[src/rtl/core/mf_pkg.sv]
// Shared types, sizes and register codes of the 3x3 median filter.
package mf_pkg;

    localparam int PIX_W     = 8;
    localparam int COORD_W   = 10;
    localparam int CFG_W     = 11;
    localparam int CFG_IDX_W = 1;
    localparam int MAX_WIDTH  = 1024;
    localparam int MAX_HEIGHT = 1024;
    localparam int ADDR_W     = $clog2(MAX_WIDTH);
    localparam int TAPS       = 9;

    localparam logic [CFG_IDX_W-1:0] REG_IMAGE_WIDTH  = CFG_IDX_W'(0);
    localparam logic [CFG_IDX_W-1:0] REG_IMAGE_HEIGHT = CFG_IDX_W'(1);

    localparam logic [CFG_W-1:0] IMAGE_WIDTH_RESET  = CFG_W'(7);
    localparam logic [CFG_W-1:0] IMAGE_HEIGHT_RESET = CFG_W'(7);
    localparam logic [CFG_W-1:0] IMAGE_MIN_SIZE     = CFG_W'(3);

    typedef logic [PIX_W-1:0]   pix_t;
    typedef logic [COORD_W-1:0] coord_t;
    typedef logic [CFG_W-1:0]   size_t;

    // Nine window pixels, three columns of three, oldest column first.
    typedef logic [TAPS-1:0][PIX_W-1:0] taps_t;

    // Three pixels, index 0 smallest once sorted.
    typedef logic [2:0][PIX_W-1:0] trio_t;

    // Position and end-of-frame mark that travel with one result.
    typedef struct packed {
        coord_t row;
        coord_t col;
        logic   last;
    } tag_t;

endpackage

[src/rtl/core/mf_if.sv]


interface mf_res_if;
    logic           valid;
    logic           ready;
    mf_pkg::pix_t   median_value;
    mf_pkg::coord_t centre_row;
    mf_pkg::coord_t centre_col;
    logic           last;

    modport source (output valid, output median_value, output centre_row,
                    output centre_col, output last, input ready);
    modport sink   (input valid, input median_value, input centre_row,
                    input centre_col, input last, output ready);
endinterface


[src/rtl/core/mf_median_pipe.sv]
// Pipelined median-of-nine network with output register.
module mf_median_pipe (
    input  logic          clk,
    input  logic          rst_n,
    input  logic          taps_valid,
    output logic          taps_ready,
    input  mf_pkg::taps_t taps,
    input  mf_pkg::tag_t  tag,
    mf_res_if.source      res
);

    function automatic mf_pkg::pix_t min2(input mf_pkg::pix_t a, input mf_pkg::pix_t b);
        return (a < b) ? a : b;
    endfunction

    function automatic mf_pkg::pix_t max2(input mf_pkg::pix_t a, input mf_pkg::pix_t b);
        return (a < b) ? b : a;
    endfunction

    function automatic mf_pkg::trio_t sort3(input mf_pkg::pix_t a, input mf_pkg::pix_t b,
                                            input mf_pkg::pix_t c);
        mf_pkg::pix_t lo1;
        mf_pkg::pix_t hi1;
        mf_pkg::pix_t lo2;
        mf_pkg::trio_t s;
        lo1  = min2(a, b);
        hi1  = max2(a, b);
        lo2  = min2(hi1, c);
        s[2] = max2(hi1, c);
        s[1] = max2(lo1, lo2);
        s[0] = min2(lo1, lo2);
        return s;
    endfunction

    function automatic mf_pkg::pix_t med3(input mf_pkg::pix_t a, input mf_pkg::pix_t b,
                                          input mf_pkg::pix_t c);
        return max2(min2(a, b), min2(max2(a, b), c));
    endfunction

    // Stage A: captured window.
    logic          a_valid_reg, a_valid_next;
    mf_pkg::taps_t a_taps_reg;
    mf_pkg::tag_t  a_tag_reg;
    // Stage B: each column sorted.
    logic          b_valid_reg, b_valid_next;
    mf_pkg::trio_t b_col_reg [3];
    mf_pkg::tag_t  b_tag_reg;
    // Stage C: max of lows, median of middles, min of highs.
    logic          c_valid_reg, c_valid_next;
    mf_pkg::pix_t  c_lo_reg, c_mid_reg, c_hi_reg;
    mf_pkg::tag_t  c_tag_reg;
    // Output register.
    logic          out_valid_reg, out_valid_next;
    mf_pkg::pix_t  out_med_reg;
    mf_pkg::tag_t  out_tag_reg;

    logic out_load, c_free, b_go, b_free, a_go, taps_accept;

    assign out_load    = c_valid_reg && (!out_valid_reg || res.ready);
    assign c_free      = !c_valid_reg || out_load;
    assign b_go        = b_valid_reg && c_free;
    assign b_free      = !b_valid_reg || b_go;
    assign a_go        = a_valid_reg && b_free;
    assign taps_ready  = !a_valid_reg || a_go;
    assign taps_accept = taps_valid && taps_ready;

    always_comb
    begin
        a_valid_next   = taps_accept || (a_valid_reg && !a_go);
        b_valid_next   = a_go || (b_valid_reg && !b_go);
        c_valid_next   = b_go || (c_valid_reg && !out_load);
        out_valid_next = out_load || (out_valid_reg && !res.ready);
    end

    always_ff @(posedge clk or negedge rst_n)
    begin
        if (!rst_n)
        begin
            a_valid_reg   <= 1'b0;
            b_valid_reg   <= 1'b0;
            c_valid_reg   <= 1'b0;
            out_valid_reg <= 1'b0;
        end
        else
        begin
            a_valid_reg   <= a_valid_next;
            b_valid_reg   <= b_valid_next;
            c_valid_reg   <= c_valid_next;
            out_valid_reg <= out_valid_next;
        end
    end

    always_ff @(posedge clk)
    begin
        if (taps_accept)
        begin
            a_taps_reg <= taps;
            a_tag_reg  <= tag;
        end
        if (a_go)
        begin
            for (int k = 0; k < 3; k++)
            begin
                b_col_reg[k] <= sort3(a_taps_reg[3*k], a_taps_reg[3*k+1], a_taps_reg[3*k+2]);
            end
            b_tag_reg <= a_tag_reg;
        end
        if (b_go)
        begin
            c_lo_reg  <= max2(max2(b_col_reg[0][0], b_col_reg[1][0]), b_col_reg[2][0]);
            c_mid_reg <= med3(b_col_reg[0][1], b_col_reg[1][1], b_col_reg[2][1]);
            c_hi_reg  <= min2(min2(b_col_reg[0][2], b_col_reg[1][2]), b_col_reg[2][2]);
            c_tag_reg <= b_tag_reg;
        end
        if (out_load)
        begin
            out_med_reg <= med3(c_lo_reg, c_mid_reg, c_hi_reg);
            out_tag_reg <= c_tag_reg;
        end
    end

    assign res.valid        = out_valid_reg;
    assign res.median_value = out_med_reg;
    assign res.centre_row   = out_tag_reg.row;
    assign res.centre_col   = out_tag_reg.col;
    assign res.last         = out_tag_reg.last;

    a_hold_c_on_stall: assert property (@(posedge clk) disable iff (!rst_n)
        c_valid_reg && out_valid_reg && !res.ready |=> c_valid_reg)
        else $error("stage C dropped an item while the output stalled");

    a_load_shows: assert property (@(posedge clk) disable iff (!rst_n)
        out_load |=> res.valid)
        else $error("loaded result not presented");

    a_median_is_candidate: assert property (@(posedge clk) disable iff (!rst_n)
        out_load |=> (res.median_value == $past(c_lo_reg)
                      || res.median_value == $past(c_mid_reg)
                      || res.median_value == $past(c_hi_reg)))
        else $error("median is none of the three candidates");

endmodule

[src/flat_wrapper.sv]
// flat-port wrapper written by rule: the top's interface ports become plain ports
module mf_median_pipe_flat 
  (clk, rst_n, taps_valid, taps_ready, taps, tag, res_valid, res_median_value, res_centre_row, res_centre_col, res_last, res_ready);
  mf_res_if res_i ();
  input  logic clk;
  input  logic rst_n;
  input  logic taps_valid;
  output logic taps_ready;
  input  mf_pkg::taps_t taps;
  input  mf_pkg::tag_t tag;
  output wire logic [$bits(res_i.valid)-1:0] res_valid;
  output wire logic [$bits(res_i.median_value)-1:0] res_median_value;
  output wire logic [$bits(res_i.centre_row)-1:0] res_centre_row;
  output wire logic [$bits(res_i.centre_col)-1:0] res_centre_col;
  output wire logic [$bits(res_i.last)-1:0] res_last;
  input wire logic [$bits(res_i.ready)-1:0] res_ready;
  assign res_valid = res_i.valid;
  assign res_median_value = res_i.median_value;
  assign res_centre_row = res_i.centre_row;
  assign res_centre_col = res_i.centre_col;
  assign res_last = res_i.last;
  assign res_i.ready = res_ready;
  mf_median_pipe u_core (.clk(clk), .rst_n(rst_n), .taps_valid(taps_valid), .taps_ready(taps_ready), .taps(taps), .tag(tag), .res(res_i));
endmodule
[config.mk]
export PLATFORM = sky130hd
export DESIGN_NAME = mf_median_pipe_flat
export DESIGN_NICKNAME = d
export VERILOG_FILES = /design/src/rtl/core/mf_pkg.sv /design/src/rtl/core/mf_if.sv /design/src/rtl/core/mf_median_pipe.sv /design/src/flat_wrapper.sv
export SDC_FILE = /design/constraint.sdc
export NUM_CORES = 1
export LEC_CHECK = 0
export BUFFER_PORTS_ARGS = -buffer_cell sky130_fd_sc_hd__buf_2
export CORE_MARGIN = 10
export CORE_UTILIZATION = 50
export CTS_BUF_LIST = sky130_fd_sc_hd__clkbuf_8
export DETAILED_ROUTE_END_ITERATION = 8
export PLACE_DENSITY = 0.8
export SKIP_LAST_GASP = 1
export SYNTH_ARGS = -nofsm -noshare
export SYNTH_HDL_FRONTEND = slang
export SYNTH_SLANG_ARGS = --single-unit
[constraint.sdc]
create_clock -name clk -period 6.3 [get_ports clk]
set_input_delay 1.575 -clock clk [delete_from_list [all_inputs] [get_ports clk]]
set_output_delay 1.575 -clock clk [all_outputs]
set_load 0.01 [all_outputs]
==> flow_summary.toml, run 1 <==
[routing]
postRouteWirelength_um = 29300
vias_per_cell = 5.30
drc_errors = 0
vias = 9465
wl_per_cell_um = 16.4
antenna_left = 0
drtIter0Drc = 507
first_pass_iters = 5

[worst_hold_path]
hold_depth = 0
hold_path.class = "reg -> reg"

[pwr]
switching_share_pct = 38.2
p_int_w = 0.00512
vdd_drop_max_uv = 372
pwr-share-clk_pct = 17.3
seqPwrFrac_pct = 33.1
power_density_nw_per_um2 = 500
p_leak_nw = 7.30
combPwrFrac_pct = 49.6
p_sw_w = 0.00316

[flow_run]
drv_cap = 0

[run_status]
status = "finished, final reports clean"

[logic_synthesis]
syn-cell-area_sq_um = 14400
avgSynthCellArea_sq_um = 12.0
synth-seq-area-share_pct = 54.9
synth_fp_nets = 1430
syn-instance-count = 1200
ys_ff_latch = 264
synth.distinct_cells = 66
synth_warnings = 0
synth_ff_type = "edfxtp_1"
synth_edf_count = 260
ys_async_sr_fraction_pct = 1.52

[placement]
pre_cts_ws_ps = 143
gp_congestion = 0.897
dp.cells = 1702
dp_hpwl_um = 23100
port_buffers = 127

[clock_tree]
h-tree-depth = 2
clockRootBuffer = "clkbuf_8"
cts_sinks = 264
cts_buffer_depth = 3
cts_tree = "done"
numCtsBuffers = 43
clock_latency_ps = 570
clk_pin_slew_ps = 60

[floorplan]
io_pins = 128
start_util_pct = 50.5
die_area_sq_um = 36000
core_sq_um = 28500
die-width_um = 190
dieHeight_um = 190
fp-row-count = 62

[timing]
rsz0062_at_grt = "true"
slew_viol_final = 0
final_hold_viol_count = 0
worst_slack_ps = 297
max_slew_margin_pct = 30.6
post-route-period-util_pct = 95.3
tns_ps = 0
layout_min_cycle_time_ps = 6000
fin_worst_skew_ps = 30.4
tightest_slew_ps = 1030
setup_violations = 0
clock.fmax_ghz = 0.167

[layout]
syn2layout_area_growth_pct = 14.9
fin_nets = 1599
drive_above_1_share_pct = 20.5
most-common-layout-cells = "edfxtp_1 (260), inv_1 (155), ha_1 (133)"
mostFrequentLayoutCell = "edfxtp_1"
final_cells = 1786
fillerInstances = 2336
utilization_pct = 58.0

[setup_path]
crit_fanout = 17
worstPathArrival_ps = 6310
reg2reg_depth = 24
worstSetupPathType = "reg -> reg"
endpoint_kind = "flop"
cp.required_ps = 6610
cp-start-kind = "flop"

[grt]
grt_pass1_vias = 9459
grt_max_degree = 51
grt_use_total_pct = 15.9
grt_overflow = 0
grt_pass1_wl_um = 46700
antenna_found_initial = 2
[metrics by stage]
step	total power, W	instance area (sq um)	hold slack (ps)
3_3_place_gp	0.00659	15600	400
5_1_grt	0.00895	16600	416
6_report	0.00828	16600	413
2_1_floorplan	0.00585	14400	400
3_5_place_dp	0.00677	15600	405
4_1_cts	0.00824	16400	417
[layout make-up]
class	instances	area, sq um	area share (%)
flip-flops and latches	264	7910	47.8
multi-input cells	761	5890	35.6
repair buffers	157	898	5.43
clock buffers	43	592	3.57
inverters	142	533	3.22
well taps	384	480	2.90
clock inverters	33	253	1.53
diodes	2	5.00	0.0302
[Yosys cell counts (all sizes together), types with 12 or more instances]
master	instances	area share, %
o21ai	80	2.8
inv	142	3.7
buf	13	0.54
edfxtp	260	54
o21a	12	0.63
nand2	78	2.0
nand2b	18	0.78
a21oi	76	2.7
mux2	41	3.2
nor2	72	1.9
mux2i	93	6.5
clkbuf	20	0.52
ha	133	12
nor2b	16	0.69
a21o	22	1.1
[metal layers]
layer / up-vias / track usage, % / wire, um
met3: 57 / 2.97 / 1340
li1: 4752 / - / -
met5: - / 0 / 0
met1: 4448 / 19.0 / 12400
met2: 208 / 27.8 / 14600
met4: 0 / 6.65 / 954
[worst max-delay path: stages (launching register included)]
cell and delay (ps):
edfxtp_1 420, ha_1 340, a21oi_1 150, o21ai_0 110, a41oi_1 340, a21oi_4 160, o21ai_0 500, ha_1 370
a21oi_1 150, o21ai_0 90, nor3_1 300, a22o_1 220, a31o_2 240, mux2i_1 350, ha_1 310, a21o_1 170
a21o_1 170, a21o_1 170, a21oi_1 150, nor2_1 60, a211o_1 310, nor2_1 100, buf_4 270, mux2i_1 250
nor3_1 80
[worst paths after layout]
check | start | endpoint | slack [ps]
max | u_core.a_taps_reg[26]$_DFFE_PP_ | u_core.b_col_reg[0][24]$_DFFE_PP_ | 300
min | u_core.a_tag_reg[7]$_DFFE_PP_ | u_core.b_tag_reg[7]$_DFFE_PP_ | 410
min in group asynchronous | rst_n | u_core.res.valid$_DFF_PN0_ | 820
max reg2reg | u_core.a_taps_reg[26]$_DFFE_PP_ | u_core.b_col_reg[0][24]$_DFFE_PP_ | 300
max in group asynchronous | rst_n | u_core.a_valid_reg$_DFF_PN0_ | 5360
min reg2reg | u_core.a_tag_reg[7]$_DFFE_PP_ | u_core.b_tag_reg[7]$_DFFE_PP_ | 410
[power groups by stage]
stage / sequential [W] / combinational, W / clock [W]
2_1_floorplan: 0.00271 / 0.00314 / 0
3_3_place_gp: 0.00276 / 0.00383 / 0
3_5_place_dp: 0.00277 / 0.00399 / 0
4_1_cts: 0.00274 / 0.00402 / 0.00148
5_1_grt: 0.00277 / 0.00462 / 0.00156
6_report: 0.00274 / 0.00411 / 0.00143
[repair_timing]
item                       CTS  global route
setup endpoints to repair    0            39
hold buffers                 0             0
gates resized for setup      0            10
buffers inserted             0             6
[cells by family (layout without fill, tap and decap cells)]
group | Yosys count | in the layout | share of synthesized area (%)
buf+inv | 175 | 375 | 4.76
simple gates | 244 | 244 | 7.98
flops | 264 | 264 | 54.9
compound gates | 250 | 250 | 11.1
other cells | 0 | 2 | 0
mux | 134 | 134 | 9.75
fa+ha+maj | 133 | 133 | 11.6
Note: power is estimated with default switching activity, not from simulation.
==> run 2, diff against run 1 <==
- ABC_AREA: unset -> 1
==> flow_summary.toml, run 2 <==
[run_status]
status = "finished, final reports clean"

[clock_tree]
numCtsBuffers = 44
clockRootBuffer = "clkbuf_8"
cts_buffer_depth = 3
h-tree-depth = 2
clock_latency_ps = 580
ctsResizeCount = 0
postCtsSetupBuffers = 0
hold_buffers = 0
cts_sinks = 264
clk_pin_slew_ps = 70
cts_tree = "done"

[grt]
grt_pass1_vias = 10100
grt_pass1_wl_um = 47700
grt_overflow = 0
grt_use_total_pct = 16.1
grt_max_degree = 60
antenna_found_initial = 0

[routing]
antenna_left = 0
drtIter0Drc = 860
wl_per_cell_um = 14.3
vias_per_cell = 5.06
postRouteWirelength_um = 29400
vias = 10400
first_pass_iters = 7
drc_errors = 0

[logic_synthesis]
synth_top_cell_by_area = "edfxtp_1"
synth_top_area_share_pct = 54.5
synth.distinct_cells = 22
syn-cell-area_sq_um = 14300
avgSynthCellArea_sq_um = 9.58
synth_ff_type = "edfxtp_1"
syn-instance-count = 1495
synth_edf_count = 260
ys_ff_latch = 264
netlist_top_cells_count = "nand2_1 (424), edfxtp_1 (260), inv_1 (212)"
synth-seq-area-share_pct = 55.2
synth_fp_nets = 1725
yosysMostFrequentCell = "nand2_1"
ys_top_cells_by_area = "edfxtp_1 (55%), ha_1 (12%), nand2_1 (11%)"
synth_warnings = 0
ys_async_sr_fraction_pct = 1.52

[timing]
fin_worst_skew_ps = 38.1
post-route-period-util_pct = 84.6
setup_violations = 0
layout_min_cycle_time_ps = 5330
max_slew_margin_pct = 28.1
rsz0062_at_grt = "false"
slew_viol_final = 0
tns_ps = 0
tightest_slew_ps = 1070
final_hold_viol_count = 0
worst_slack_ps = 969
clock.fmax_ghz = 0.188

[placement]
dp_hpwl_um = 22400
port_buffers = 127
pre_cts_ws_ps = 1120
placed_cell_area_sq_um = 15300
gp_congestion = 0.911

[flow_run]
drv_cap = 0

[pwr]
power_density_nw_per_um2 = 551
p_leak_nw = 7.58
vdd_drop_max_uv = 496

[setup_path]
endpoint_kind = "flop"
crit_top_cell = "nand2_1"
worstSetupPathType = "reg -> reg"
critical_path.max_stage_delay_ps = 500
crit_fanout = 31
cp.required_ps = 6600
worstPathArrival_ps = 5630
cp-start-kind = "flop"
cpMaxStageDelayCell = "nand2_1"
worstPathCellList = "ha_1 -> a21oi_1 -> nand2_1 -> nand2_1 -> nand2_2 -> o21ai_0 -> ha_1 -> a21oi_1 -> nor2_1 -> a211oi_1 -> nand2_1 -> inv_1 -> nand2_1 -> o21ai_0 -> inv_1 -> ha_1 -> a21oi_1 -> nor2_1 -> a211oi_2 -> nand2_4 -> nand2_1 -> nand2_1"

[layout]
final_area_sq_um = 16200
syn2layout_area_growth_pct = 13.2
most-common-layout-cells = "nand2_1 (424), edfxtp_1 (260), inv_1 (216)"
mostFrequentLayoutCell = "nand2_1"
drive_above_1_share_pct = 13.2
diodes = 0
fin_nets = 1870
fillerInstances = 2329

[floorplan]
fp-row-count = 61
die_area_sq_um = 35800
core_sq_um = 28000
dieHeight_um = 189
start_util_pct = 51.1
io_pins = 128
die-width_um = 189

[worst_hold_path]
hold_path.class = "reg -> reg"
-- run 2: metrics by stage --
step	power, W	std cells	hold WS (ps)	utilization, %
3_5_place_dp	0.00740	1972	405	54.7
5_1_grt	0.00981	2053	424	57.9
6_report	0.00894	2053	403	57.9
2_1_floorplan	0.00631	1495	400	-
4_1_cts	0.00896	2053	416	57.9
3_3_place_gp	0.00716	1972	400	54.7
-- run 2: critical path, delay by kind of cell, from the launching register on --
kind	cells	cell delay, ps
AO/OA/AOI/OAI	7	1820
AND/OR/NAND/NOR	10	1550
adder cells (fa/ha/maj)	3	970
flip-flops	1	430
buffers and inverters	2	280
-- run 2: power by group --
| group | switching (W) | internal (W) | total (W) | leakage, nW |
|---|---|---|---|---|
| clock | 0.000691 | 0.000832 | 0.00152 | 0.478 |
| sequential | 0.000175 | 0.00262 | 0.00279 | 2.57 |
| combinational | 0.00300 | 0.00162 | 0.00462 | 4.54 |
-- run 2: kinds of logic after synthesis --
group	share of synthesized area (%)
and+or+nand+nor	17.7
adders and majority gates	11.6
AOI/OAI and AO/OA	8.47
buffers and inverters	6.96
DFF	55.2
-- run 2: cell type report --
type,count,area (sq um),area share (%)
sequential,264,7910,48.8
multi-input combinational,981,5430,33.5
inverter,212,797,4.92
timing repair buffer,137,711,4.38
clock buffer,44,606,3.74
tap,378,473,2.92
clock inverter,37,287,1.77
-- run 2: worst paths after layout --
path,from,endpoint,slack (ps),cells past startpoint
min,u_core.c_tag_reg[8]$_DFFE_PP_,u_core.res.centre_col[7]$_DFFE_PP_,400,0
max,u_core.a_taps_reg[51]$_DFFE_PP_,u_core.b_col_reg[0][48]$_DFFE_PP_,970,22
min reg2reg,u_core.c_tag_reg[8]$_DFFE_PP_,u_core.res.centre_col[7]$_DFFE_PP_,400,0
max in group asynchronous,rst_n,u_core.c_valid_reg$_DFF_PN0_,5360,1
max reg2reg,u_core.a_taps_reg[51]$_DFFE_PP_,u_core.b_col_reg[0][48]$_DFFE_PP_,970,22
min in group asynchronous,rst_n,u_core.res.valid$_DFF_PN0_,820,1
-- run 2: routing by layer --
metal	up-vias	GRT usage (%)	part of all wire, %
li1	5317	-	-
met1	4665	18.9	41
met2	338	27.9	49
met3	77	3.44	6.2
met4	0	7.05	3.4
met5	-	0	0
